**src/rtl/core/string_rotation_match_macros.svh**
```systemverilog
// assertion helpers shared by the rtl files
`ifndef STRING_ROTATION_MATCH_MACROS_SVH
`define STRING_ROTATION_MATCH_MACROS_SVH

// condition must hold in the same cycle as the trigger
`define SRM_ASSERT_IMP(label, clk, rst_n, ante, cons, msg) \
	label: assert property (@(posedge clk) disable iff (!rst_n) (ante) |-> (cons)) \
		else $error(msg);

// condition must hold in the cycle after the trigger
`define SRM_ASSERT_NEXT(label, clk, rst_n, ante, cons, msg) \
	label: assert property (@(posedge clk) disable iff (!rst_n) (ante) |=> (cons)) \
		else $error(msg);

`endif

```
**src/rtl/core/srm_pkg.sv**
```systemverilog
package srm_pkg;

	// default longest string the stores hold
	localparam int MAX_LEN_DEF = 128;

	localparam int CHAR_W = 8;
	localparam int ROT_W  = 7;
	localparam int STAT_W = 2;

	// result status codes
	localparam logic [STAT_W-1:0] STAT_OK       = 2'd0;
	localparam logic [STAT_W-1:0] STAT_NO_MATCH = 2'd1;
	localparam logic [STAT_W-1:0] STAT_OVERFLOW = 2'd2;

	// character pair written into the stores
	typedef struct packed {
		logic              en;
		logic [CHAR_W-1:0] src_char;
		logic [CHAR_W-1:0] dst_char;
	} wr_t;

	// finished result handed from the sequencer to the output register
	typedef struct packed {
		logic              valid;
		logic [ROT_W-1:0]  rotations;
		logic [STAT_W-1:0] status;
	} res_t;

endpackage

```
**src/rtl/core/srm_channels.sv**
```systemverilog
// character pair channel
interface srm_char_if;
	logic                      valid;
	logic                      ready;
	logic [srm_pkg::CHAR_W-1:0] src_char;
	logic [srm_pkg::CHAR_W-1:0] dst_char;
	logic                      last;

	modport source (output valid, output src_char, output dst_char, output last, input ready);
	modport sink (input valid, input src_char, input dst_char, input last, output ready);
endinterface

// result channel
interface srm_res_if;
	logic                      valid;
	logic                      ready;
	logic [srm_pkg::ROT_W-1:0]  rotations;
	logic [srm_pkg::STAT_W-1:0] status;

	modport source (output valid, output rotations, output status, input ready);
	modport sink (input valid, input rotations, input status, output ready);
endinterface

```
**src/rtl/core/srm_store.sv**
```systemverilog
module srm_store #(
	parameter int MAX_LEN = srm_pkg::MAX_LEN_DEF,
	localparam int AW = (MAX_LEN > 1) ? $clog2(MAX_LEN) : 1
) (
	input  logic                       clk,
	input  srm_pkg::wr_t               wr,
	input  logic [AW-1:0]              waddr,
	input  logic [AW-1:0]              src_raddr,
	input  logic [AW-1:0]              dst_raddr,
	output logic [srm_pkg::CHAR_W-1:0] src_rdata,
	output logic [srm_pkg::CHAR_W-1:0] dst_rdata
);

	logic [srm_pkg::CHAR_W-1:0] src_mem [MAX_LEN];
	logic [srm_pkg::CHAR_W-1:0] dst_mem [MAX_LEN];
	logic [srm_pkg::CHAR_W-1:0] src_rdata_q;
	logic [srm_pkg::CHAR_W-1:0] dst_rdata_q;

	always_ff @(posedge clk) begin
		if (wr.en) begin
			src_mem[waddr] <= wr.src_char;
		end
		src_rdata_q <= src_mem[src_raddr];
	end

	always_ff @(posedge clk) begin
		if (wr.en) begin
			dst_mem[waddr] <= wr.dst_char;
		end
		dst_rdata_q <= dst_mem[dst_raddr];
	end

	assign src_rdata = src_rdata_q;
	assign dst_rdata = dst_rdata_q;

endmodule

```
**src/rtl/core/srm_seq.sv**
```systemverilog
`include "string_rotation_match_macros.svh"

module srm_seq #(
	parameter int MAX_LEN = srm_pkg::MAX_LEN_DEF,
	localparam int AW = (MAX_LEN > 1) ? $clog2(MAX_LEN) : 1,
	localparam int CW = $clog2(MAX_LEN + 1)
) (
	input  logic                       clk,
	input  logic                       arst_n,
	// character pairs
	input  logic                       in_valid,
	output logic                       in_ready,
	input  logic [srm_pkg::CHAR_W-1:0] src_char,
	input  logic [srm_pkg::CHAR_W-1:0] dst_char,
	input  logic                       last,
	// store ports
	output srm_pkg::wr_t               wr,
	output logic [AW-1:0]              waddr,
	output logic [AW-1:0]              src_raddr,
	output logic [AW-1:0]              dst_raddr,
	input  logic [srm_pkg::CHAR_W-1:0] src_rdata,
	input  logic [srm_pkg::CHAR_W-1:0] dst_rdata,
	// result
	output srm_pkg::res_t              res,
	input  logic                       res_ready
);

	localparam logic [1:0] ST_IDLE = 2'd0;
	localparam logic [1:0] ST_READ = 2'd1;
	localparam logic [1:0] ST_CMP  = 2'd2;
	localparam logic [1:0] ST_FIN  = 2'd3;

	localparam logic [CW-1:0] CNT_MAX = CW'(MAX_LEN);
	localparam logic [CW-1:0] CNT_ONE = CW'(1);

	logic [1:0]                  state_q;
	logic [CW-1:0]               load_cnt_q;
	logic                        ovf_q;
	logic [CW-1:0]               n_q;
	logic [AW-1:0]               r_q;
	logic [AW-1:0]               i_q;
	logic [AW-1:0]               k_q;
	logic [srm_pkg::ROT_W-1:0]   rot_q;
	logic [srm_pkg::STAT_W-1:0]  stat_q;

	logic acc;
	logic full;
	logic i_end;
	logic k_end;
	logic r_end;

	assign in_ready = (state_q == ST_IDLE);
	assign acc      = in_valid && in_ready;
	assign full     = (load_cnt_q >= CNT_MAX);

	assign i_end = ((CW'(i_q) + CNT_ONE) == n_q);
	assign k_end = ((CW'(k_q) + CNT_ONE) == n_q);
	assign r_end = ((CW'(r_q) + CNT_ONE) == n_q);

	assign wr.en       = acc && !full;
	assign wr.src_char = src_char;
	assign wr.dst_char = dst_char;
	assign waddr       = load_cnt_q[AW-1:0];

	// rotated source index against straight target index
	assign src_raddr = k_q;
	assign dst_raddr = i_q;

	assign res.valid     = (state_q == ST_FIN);
	assign res.rotations = rot_q;
	assign res.status    = stat_q;

	always_ff @(posedge clk or negedge arst_n) begin
		if (!arst_n) begin
			state_q    <= ST_IDLE;
			load_cnt_q <= '0;
			ovf_q      <= 1'b0;
		end else begin
			unique case (state_q)
				ST_IDLE: begin
					if (acc) begin
						if (last) begin
							load_cnt_q <= '0;
							ovf_q      <= 1'b0;
							if (ovf_q || full) begin
								state_q <= ST_FIN;
							end else begin
								state_q <= ST_READ;
							end
						end else if (full) begin
							ovf_q <= 1'b1;
						end else begin
							load_cnt_q <= load_cnt_q + CNT_ONE;
						end
					end
				end
				ST_READ: begin
					state_q <= ST_CMP;
				end
				ST_CMP: begin
					if (src_rdata == dst_rdata) begin
						state_q <= i_end ? ST_FIN : ST_READ;
					end else begin
						state_q <= r_end ? ST_FIN : ST_READ;
					end
				end
				ST_FIN: begin
					if (res_ready) begin
						state_q <= ST_IDLE;
					end
				end
				default: begin
					state_q <= ST_IDLE;
				end
			endcase
		end
	end

	// search counters and result, no reset needed
	always_ff @(posedge clk) begin
		unique case (state_q)
			ST_IDLE: begin
				if (acc && last) begin
					n_q    <= load_cnt_q + CNT_ONE;
					r_q    <= '0;
					i_q    <= '0;
					k_q    <= '0;
					rot_q  <= '0;
					stat_q <= srm_pkg::STAT_OVERFLOW;
				end
			end
			ST_CMP: begin
				if (src_rdata == dst_rdata) begin
					if (i_end) begin
						rot_q  <= srm_pkg::ROT_W'(r_q);
						stat_q <= srm_pkg::STAT_OK;
					end else begin
						i_q <= i_q + AW'(1);
						k_q <= k_end ? '0 : k_q + AW'(1);
					end
				end else if (r_end) begin
					rot_q  <= '0;
					stat_q <= srm_pkg::STAT_NO_MATCH;
				end else begin
					r_q <= r_q + AW'(1);
					i_q <= '0;
					k_q <= r_q + AW'(1);
				end
			end
			default: begin
			end
		endcase
	end

	`SRM_ASSERT_IMP(a_len_nonzero, clk, arst_n, (state_q == ST_READ), (n_q != '0),
		"search started on an empty string")
	`SRM_ASSERT_IMP(a_rot_in_range, clk, arst_n, (state_q == ST_CMP),
		((CW'(r_q) < n_q) && (CW'(i_q) < n_q) && (CW'(k_q) < n_q)),
		"search index beyond loaded length")
	`SRM_ASSERT_NEXT(a_load_cleared, clk, arst_n, (acc && last),
		((load_cnt_q == '0) && !ovf_q), "load state not cleared after last word")
	`SRM_ASSERT_IMP(a_no_write_busy, clk, arst_n, (state_q != ST_IDLE), !wr.en,
		"store written during search")

endmodule

```
**src/rtl/core/string_rotation_match.sv**
```systemverilog
// channel  | dir | payload                         | handshake
// chars    | in  | src_char[8] dst_char[8] last[1] | valid/ready
// result   | out | rotations[7] status[2]          | valid/ready
//
// a word without last is stored, or dropped once the store is full, and gives no result
// a last word starts the rotation search unless the string overflowed the store:
//   each character compare is a registered read of both character memories, then
//   the shared comparator
// reset is asynchronous; the character memories are not cleared
// chars.ready is high whenever the sequencer is idle, also while a result
//   waits in the output register; result stalls hold the search only at its end

`include "string_rotation_match_macros.svh"

module string_rotation_match #(
	parameter int MAX_LEN = srm_pkg::MAX_LEN_DEF
) (
	input  logic          clk,
	input  logic          arst_n,
	srm_char_if.sink      chars,
	srm_res_if.source     result
);

	localparam int AW = (MAX_LEN > 1) ? $clog2(MAX_LEN) : 1;

	// store write and read ports
	srm_pkg::wr_t               wr;
	logic [AW-1:0]              waddr;
	logic [AW-1:0]              src_raddr;
	logic [AW-1:0]              dst_raddr;
	logic [srm_pkg::CHAR_W-1:0] src_rdata;
	logic [srm_pkg::CHAR_W-1:0] dst_rdata;

	// finished result from the sequencer
	srm_pkg::res_t res;
	logic          res_ready;

	// output register
	logic                       out_valid_q;
	logic [srm_pkg::ROT_W-1:0]  out_rot_q;
	logic [srm_pkg::STAT_W-1:0] out_stat_q;

	srm_store #(
		.MAX_LEN (MAX_LEN)
	) u_store (
		.clk       (clk),
		.wr        (wr),
		.waddr     (waddr),
		.src_raddr (src_raddr),
		.dst_raddr (dst_raddr),
		.src_rdata (src_rdata),
		.dst_rdata (dst_rdata)
	);

	srm_seq #(
		.MAX_LEN (MAX_LEN)
	) u_seq (
		.clk       (clk),
		.arst_n    (arst_n),
		.in_valid  (chars.valid),
		.in_ready  (chars.ready),
		.src_char  (chars.src_char),
		.dst_char  (chars.dst_char),
		.last      (chars.last),
		.wr        (wr),
		.waddr     (waddr),
		.src_raddr (src_raddr),
		.dst_raddr (dst_raddr),
		.src_rdata (src_rdata),
		.dst_rdata (dst_rdata),
		.res       (res),
		.res_ready (res_ready)
	);

	// result register takes a new word when empty or being drained
	assign res_ready = !out_valid_q || result.ready;

	always_ff @(posedge clk or negedge arst_n) begin
		if (!arst_n) begin
			out_valid_q <= 1'b0;
		end else if (res_ready) begin
			out_valid_q <= res.valid;
		end
	end

	always_ff @(posedge clk) begin
		if (res.valid && res_ready) begin
			out_rot_q  <= res.rotations;
			out_stat_q <= res.status;
		end
	end

	assign result.valid     = out_valid_q;
	assign result.rotations = out_rot_q;
	assign result.status    = out_stat_q;

	// a converted result always names a rotation, other statuses carry zero
	`SRM_ASSERT_IMP(a_rot_zero, clk, arst_n,
		(out_valid_q && (out_stat_q != srm_pkg::STAT_OK)), (out_rot_q == '0),
		"rotation count set on a failed result")
	// the search never answers with a status code outside the defined set
	`SRM_ASSERT_IMP(a_stat_known, clk, arst_n, out_valid_q,
		((out_stat_q == srm_pkg::STAT_OK) || (out_stat_q == srm_pkg::STAT_NO_MATCH) ||
		(out_stat_q == srm_pkg::STAT_OVERFLOW)), "undefined status code")
	// a result leaves the sequencer only into an output register that is empty or being drained
	`SRM_ASSERT_NEXT(a_res_moved, clk, arst_n, (res.valid && res_ready),
		(out_valid_q && !res.valid), "result lost between sequencer and output")

endmodule

```
**src/flat_wrapper.sv**
```systemverilog
// flat-port wrapper written by rule: the top's interface ports become plain ports
module string_rotation_match_flat 
#(
	parameter int MAX_LEN = srm_pkg::MAX_LEN_DEF
)
  (clk, arst_n, chars_valid, chars_src_char, chars_dst_char, chars_last, chars_ready, result_valid, result_rotations, result_status, result_ready);
  srm_char_if chars_i ();
  srm_res_if result_i ();
  input  logic clk;
  input  logic arst_n;
  input wire logic [$bits(chars_i.valid)-1:0] chars_valid;
  input wire logic [$bits(chars_i.src_char)-1:0] chars_src_char;
  input wire logic [$bits(chars_i.dst_char)-1:0] chars_dst_char;
  input wire logic [$bits(chars_i.last)-1:0] chars_last;
  output wire logic [$bits(chars_i.ready)-1:0] chars_ready;
  output wire logic [$bits(result_i.valid)-1:0] result_valid;
  output wire logic [$bits(result_i.rotations)-1:0] result_rotations;
  output wire logic [$bits(result_i.status)-1:0] result_status;
  input wire logic [$bits(result_i.ready)-1:0] result_ready;
  assign chars_i.valid = chars_valid;
  assign chars_i.src_char = chars_src_char;
  assign chars_i.dst_char = chars_dst_char;
  assign chars_i.last = chars_last;
  assign chars_ready = chars_i.ready;
  assign result_valid = result_i.valid;
  assign result_rotations = result_i.rotations;
  assign result_status = result_i.status;
  assign result_i.ready = result_ready;
  string_rotation_match #(.MAX_LEN(MAX_LEN)) u_core (.clk(clk), .arst_n(arst_n), .chars(chars_i), .result(result_i));
endmodule
```
**config.mk**
```make
export PLATFORM = sky130hd
export DESIGN_NAME = string_rotation_match_flat
export DESIGN_NICKNAME = d
export VERILOG_FILES = /design/src/rtl/core/srm_pkg.sv /design/src/rtl/core/srm_channels.sv /design/src/rtl/core/srm_store.sv /design/src/rtl/core/srm_seq.sv /design/src/rtl/core/string_rotation_match.sv /design/src/flat_wrapper.sv
export VERILOG_INCLUDE_DIRS = /design/src /design/src/rtl/core
export SDC_FILE = /design/constraint.sdc
export NUM_CORES = 2
export LEC_CHECK = 0
export BUFFER_PORTS_ARGS = -buffer_cell sky130_fd_sc_hd__buf_2
export CORE_ASPECT_RATIO = 2
export CORE_MARGIN = 2
export CORE_UTILIZATION = 45
export CTS_CLUSTER_DIAMETER = 50
export CTS_CLUSTER_SIZE = 16
export DETAILED_ROUTE_END_ITERATION = 7
export PLACE_DENSITY = 0.7
export SYNTH_ARGS = -nofsm -noshare
export SYNTH_HDL_FRONTEND = slang
export SYNTH_SLANG_ARGS = --single-unit
```
**constraint.sdc**
```tcl
create_clock -name clk -period 4.3 [get_ports clk]
set_input_delay 0.645 -clock clk [delete_from_list [all_inputs] [get_ports clk]]
set_output_delay 0.645 -clock clk [all_outputs]
set_load 0.02 [all_outputs]
```
### Word-level counts from Yosys, hierarchy flattened

Memory sizes are Yosys's and may differ from the RTL's. A register that Yosys moved wholly into a read port is not among the register bits.
Index checks and enable logic that the tools add are counted.

| cells by class | value |
|---|---|
| reduce and logical (&&, ||, !) cells | 18 |
| magnitude comparators | 1 |
| muxes and demuxes | 35 |
| add/sub/neg operators | 7 |
| equality and inequality tests | 18 |

Operator list:

| operator | count |
|---|---|
| $mux 7 | 12 |
| $pmux 7 s2 | 4 |
| $eq 8x8->1 | 4 |
| $add 7x1->8 const B | 3 |
| $mux 2 | 11 |
| $add 7x1->7 const B | 3 |
| $mux 8 | 2 |
| $ne 3x3->1 const B | 4 |
| $reduce_and 4->1 | 3 |
| $ne 2x2->1 const B | 5 |
| $reduce_and 3->1 | 3 |
| $add 8x1->8 const B | 1 |
| $ge 8x8->1 const B | 1 |
| $pmux 2 s4 | 1 |
| $eq 2x2->1 const B | 2 |
| $logic_and 1x1->1 | 4 |
| $mux 1 | 4 |
| $ne 2x1->1 const B | 2 |
| $pmux 2 s2 | 1 |
| $reduce_bool 2->1 | 2 |
| $eq 2x1->1 const B | 1 |
| $logic_not 1->1 | 2 |
| $logic_not 2->1 | 1 |
| $logic_or 1x1->1 | 2 |
| $reduce_and 2->1 | 1 |

| word-level totals | value |
|---|---|
| logic and storage cells | 93 |
| register bits after elaboration | 59 |
| RAM bits | 2048 |
| memories kept | 2 |
| output and inout bits | 11 |
| input port bits | 21 |

Memories:

| name | words | width | rd ports | clocked after Yosys merged registers in | wr ports | RTL line | RTL |
|---|---|---|---|---|---|---|---|
| u_core.u_store.dst_mem | 128 | 8 | 1 | 1 | 1 | srm_store.sv:15 | `logic [srm_pkg::CHAR_W-1:0] dst_mem [MAX_LEN];` |
| u_core.u_store.src_mem | 128 | 8 | 1 | 1 | 1 | srm_store.sv:14 | `logic [srm_pkg::CHAR_W-1:0] src_mem [MAX_LEN];` |

### Longest topological paths before layout

| logic depth | value |
|---|---|
| word-level depth | 6 |
| mapped depth | 11 |

### By module

From an unflattened synthesis, not the netlist that was laid out.

| second synthesis, totals | value |
|---|---|
| cells, all modules | 3377 |
| area total of the unflattened synthesis | 81936.1 um^2 |

By module, submodules not included:

| module | cells each | area an instance (um^2) | times used | seq. area each (um^2) |
|---|---|---|---|---|
| srm_store | 3081 | 78542.8 | 1 | 61819.3 |
| srm_seq | 283 | 3069.2 | 1 | 1416.4 |
| string_rotation_match | 13 | 324.1 | 1 | 295.3 |

### Least setup slack after synthesis

Ideal clock, no wire load.

| timing path | value |
|---|---|
| kind | register to register |
| from | reg u_core.u_seq.state_q[0] |
| to | mem u_core.u_store.dst_mem[31][0] (netlist bit) (enable) |
| required time | 3.870 ns |
| path buffers | 0 |
| setup time | 0.430 ns |
| data arrival time | 2.740 ns |
| slack | 1.130 ns |
| cell stages (with the launch flop) | 4 |
| cell sequence | dfrtp_1 -> nor2_1 -> nand3b_1 -> nor4_1 |

| on the way | value |
|---|---|
| word-level cells in the longest chain between the ends | 5 |

Ends and longest elaborated chain:

| element | RTL line | RTL |
|---|---|---|
| from (decl) | srm_seq.sv:36 | `logic [1:0] state_q;` |
| from (signal assigned) | srm_seq.sv:102 | `state_q <= i_end ? ST_FIN : ST_READ;` |
| from (signal assigned) | srm_seq.sv:104 | `state_q <= r_end ? ST_FIN : ST_READ;` |
| $logic_not 2->1 | srm_seq.sv:52 | `assign in_ready = (state_q == ST_IDLE);` |
| named net chars_ready | flat_wrapper.sv:15 | `output wire logic [$bits(chars_i.ready)-1:0] chars_ready;` |
| $logic_and 1x1->1 | srm_seq.sv:53 | `assign acc = in_valid && in_ready;` |
| $logic_and 1x1->1 | srm_seq.sv:60 | `assign wr.en = acc && !full;` |
| $mux 1 | srm_store.sv:27 | `if (wr.en) begin` |
| $mux 1 (not written as such) | srm_store.sv:28 | `dst_mem[waddr] <= wr.dst_char;` |
| to (decl) | srm_store.sv:15 |  |

The timed path passes the listed nets, and every way through them passes these cells.

==> impl_metrics.ini <==
[status]
status = complete, but fails checks
violations = max-capacitance violations, max-slew violations

[global_routing]
grt_overflow = 0
grt_max_degree = 129
gr-usage-all-layers = 0.2255
grt_pass1_wl_um = 297300
grt_pass1_vias = 40762
antenna_found_initial = 4

[floorplanning]
die_y_um = 607.3
ios = 32
core_um2 = 181100
row_count = 221
die_x_um = 305.6
start_util = 0.4521
dieArea_um2 = 185600

[placement]
dp_hpwl_um = 133500
port_buffers = 31
place_ws_ps = 582.5
place.gp.congestion = 0.9385
dp_cells = 6197

[cts]
root_buffer = clkbuf_16
cts_tree = built
clk_latency_ps = 820
cts_buffer_depth = 4
cts.sinks = 2123
h-tree-depth = 4
cts_buffers = 159
path_clk_slew_ps = 70
cts-resized-gates = 0

[drt]
vias = 39368
ant_nets = 0
wl_um = 209600
viasPerCell = 6.153
route.detailed.drc = 0
wl_per_cell_um = 32.76
dr.first_iter.drc_count = 4265
dr.pass1.iters = 6

[final_layout]
nNetsFinal = 4044
stdcell_count = 6398
final_util = 0.5009
drive_gt1_frac = 0.2423
syn_to_final_growth_pct = 10.79

[logic_synthesis]
syn-mean-instance-area_um2 = 21.81
syn_inst = 3754
ys_seq_area_frac = 0.7758
synth_edf_count = 2095
async_flop_share = 0.005652
synth_seq_cells = 2123
netlist_area_um2 = 81890
ys_warn_count = 0
synth_nets = 3780
yosys-top-cells-area = edfxtp_1 (77%), mux4_2 (13%), mux2i_1 (2.5%)
yosys.area.top_type = edfxtp_1
yosys.area.top_type_share = 0.7683
synth_flop_cell = edfxtp_1
ys_types = 55

[sta]
timing.fmax_mhz = 251.4
rsz0062_at_grt = no
period_share = 0.9252
setup_viol = 0
finalWorstSetupSlack_ps = 321.8
slew_violations = 2
min_period_ps = 3978
finalHoldViolCount = 0
fin_setup_tns_ps = 0
tightest_slew_ps = 1513
skew_ps = 57.24
slew_headroom = -0.01948

[power_and_ir_drop]
combPwrFrac = 0.234
power.share.clock = 0.278
power.leakage_nw = 28.36
power.density_nw_per_um2 = 530.6
switching_share = 0.2876
p_switching_mw = 13.84
peakVddDrop_mv = 0.3354
seq_power_share = 0.488
p_int_mw = 34.29

[min_path]
worstHoldEndpoint = u_core.u_seq.load_cnt_q[7]
hp-start = chars_last
holdPathStages = 2
hp-class = in -> reg

[worst_setup_path]
crit_slowest_cell = o21ai_0
cp_common_cell = buf_4
required_ps = 4940
slowest_delay_ps = 1150
cp_cell_sequence = buf_4, nand2b_1, buf_4, o22ai_1, nor4_1, a211oi_1, buf_4, o21ai_0, o32ai_1
cp_top_family = compound AO/OA/AOI/OAI gates
crit_fanout = 31
ff2ff_path_depth = 9
critPathArrivalTime_ps = 4620
r2r-end = u_core.u_store.src_rdata[5]
timing.rr.start = u_core.u_seq.src_raddr[1]
reg2reg_slack_ps = 320
criticalPathCategory = reg -> reg
cp_num_buf_inv = 3
end_kind = flip-flop
start_kind = flip-flop

[flow_run]
cap_violations = 2
==> layer usage <==
metal / up-vias / wire length, um / GRT usage / part of all wire
li1: 16126 / - / - / -
met1: 20871 / 67370 / 0.2444 / 0.32
met2: 1803 / 112100 / 0.4050 / 0.53
met3: 566 / 12750 / 0.03073 / 0.061
met4: 2 / 17340 / 0.1574 / 0.083
met5: - / 13 / 0 / 0.000062
==> state kept, by name, indices dropped and copies added (netlist names) <==
register,cells
u_core.u_store.dst_mem,1024
u_core.u_store.src_mem,1024
u_core.u_seq.load_cnt_q,8
u_core.u_seq.n_q,8
u_core.u_store.dst_rdata,8
u_core.u_store.src_rdata,8
u_core.result.rotations,7
u_core.u_seq.dst_raddr,7
u_core.u_seq.r_q,7
u_core.u_seq.rot_q,7
u_core.u_seq.src_raddr,7
u_core.result.status,2
u_core.u_seq.stat_q,2
u_core.u_seq.state_q,2
u_core.result.valid,1
u_core.u_seq.ovf_q,1
==> power by group through the flow <==
stage | Combinational, mW | Clock (mW) | Sequential [mW]
after floorplan | 6.90 | 0 | 23.7
after global placement | 11.1 | 0 | 23.9
after detailed placement | 11.2 | 0 | 23.9
after CTS | 11.2 | 13.6 | 23.5
after global routing | 11.6 | 14.2 | 23.5
final | 11.3 | 13.4 | 23.5
==> final cells by class <==
type	count	area (um2)
inverters	10	37.54
clock buffers	192	4155
diodes	4	10.01
fillers	13928	90400
well taps	2341	2929
repair buffers	312	2720
multi-input cells	1412	17300
clock inverters	4	37.54
flip-flops and latches	2123	63530
==> cells by family (layout without fill, tap and decap cells) <==
family / Yosys count / count (layout) / share of synthesized area
compound gates: 308 / 308 / 0.02503
xor+xnor: 50 / 50 / 0.006020
fa+ha+maj: 5 / 5 / 0.0007640
buf+inv: 219 / 518 / 0.01331
flops: 2123 / 2123 / 0.7758
mux: 697 / 697 / 0.1598
other cells: 0 / 4 / 0
simple gates: 352 / 352 / 0.01924
==> worst max path at each step <==
stage,start,to,slack (ps),cells past startpoint
after floorplan,u_core.u_seq.state_q[0],u_core.u_store.dst_mem[31][0],1130,3
after global placement,u_core.u_seq.src_raddr[1],u_core.u_store.src_rdata[6],610,9
after detailed placement,u_core.u_seq.src_raddr[1],u_core.u_store.src_rdata[6],580,9
after CTS,u_core.u_seq.src_raddr[1],u_core.u_store.src_rdata[6],600,9
after global routing,u_core.u_seq.src_raddr[1],u_core.u_store.src_rdata[5],250,9
final,u_core.u_seq.src_raddr[1],u_core.u_store.src_rdata[5],320,9
==> worst reg2reg max path, delay by kind of cell, from the launching register on <==
kind | cells | cell delay [ps]
AO/OA/AOI/OAI | 4 | 1550
buffers and inverters | 3 | 1050
AND/OR/NAND/NOR | 2 | 640
flip-flops | 1 | 600
==> synth_stat cells, types with 3 or more instances <==
cell type and n:
dfxtp_1 16, o21ai_1 8, buf_2 52, a22oi_1 89, inv_1 9, and3_1 5
nor4_1 19, xor2_1 26, nor2b_1 12, o22ai_1 63, o221ai_1 8, a21oi_1 75
mux4_2 488, edfxtp_1 2095, nand3b_1 3, buf_4 32, nor3_1 26, o21ai_0 17
a211oi_1 15, nand4_1 3, nand3_1 21, o32ai_1 8, buf_6 11, buf_1 33
mux2i_1 207, clkbuf_1 81, xnor2_1 20, a22o_1 3, xnor3_1 4, nand2b_1 5
ha_1 5, or3_1 3, nand2_1 46, or2_2 3, dfrtp_1 12, nor2_1 188
a221oi_1 8, and2_1 12
==> cell usage in the layout (no fill, tap or decap), types with 11 or more instances in the layout <==
cell / n
dfrtp_1: 12
mux4_2: 488
buf_4: 263
nor2_1: 187
mux2i_1: 207
a22oi_1: 89
clkbuf_1: 30
a21oi_1: 75
xnor2_1: 20
nand2_1: 46
nand3_1: 20
o22ai_1: 63
nor4_1: 18
o21ai_0: 17
and2_1: 11
dfxtp_1: 16
nor3_1: 26
xor2_1: 26
a211oi_1: 15
buf_12: 33
clkbuf_16: 161
buf_2: 15
edfxtp_1: 2095
==> metrics by stage <==
step	total power, mW	hold slack, ps	instance area, um2
global placement	35.01	407.6	86510
floorplan	30.60	349.4	81890
detailed placement	35.10	405.6	86510
CTS	48.27	107.5	90710
global route	49.34	156.6	90710
finish	48.14	150.8	90720
==> repair_timing <==
| item | CTS | global route |
|---|---|---|
| setup endpoints to repair | 0 | 0 |
| setup buffers | 0 | 0 |
| hold endpoints to repair | 12 | 0 |
| hold buffers | 1 | 0 |
Power figures use the tool's default switching activity.
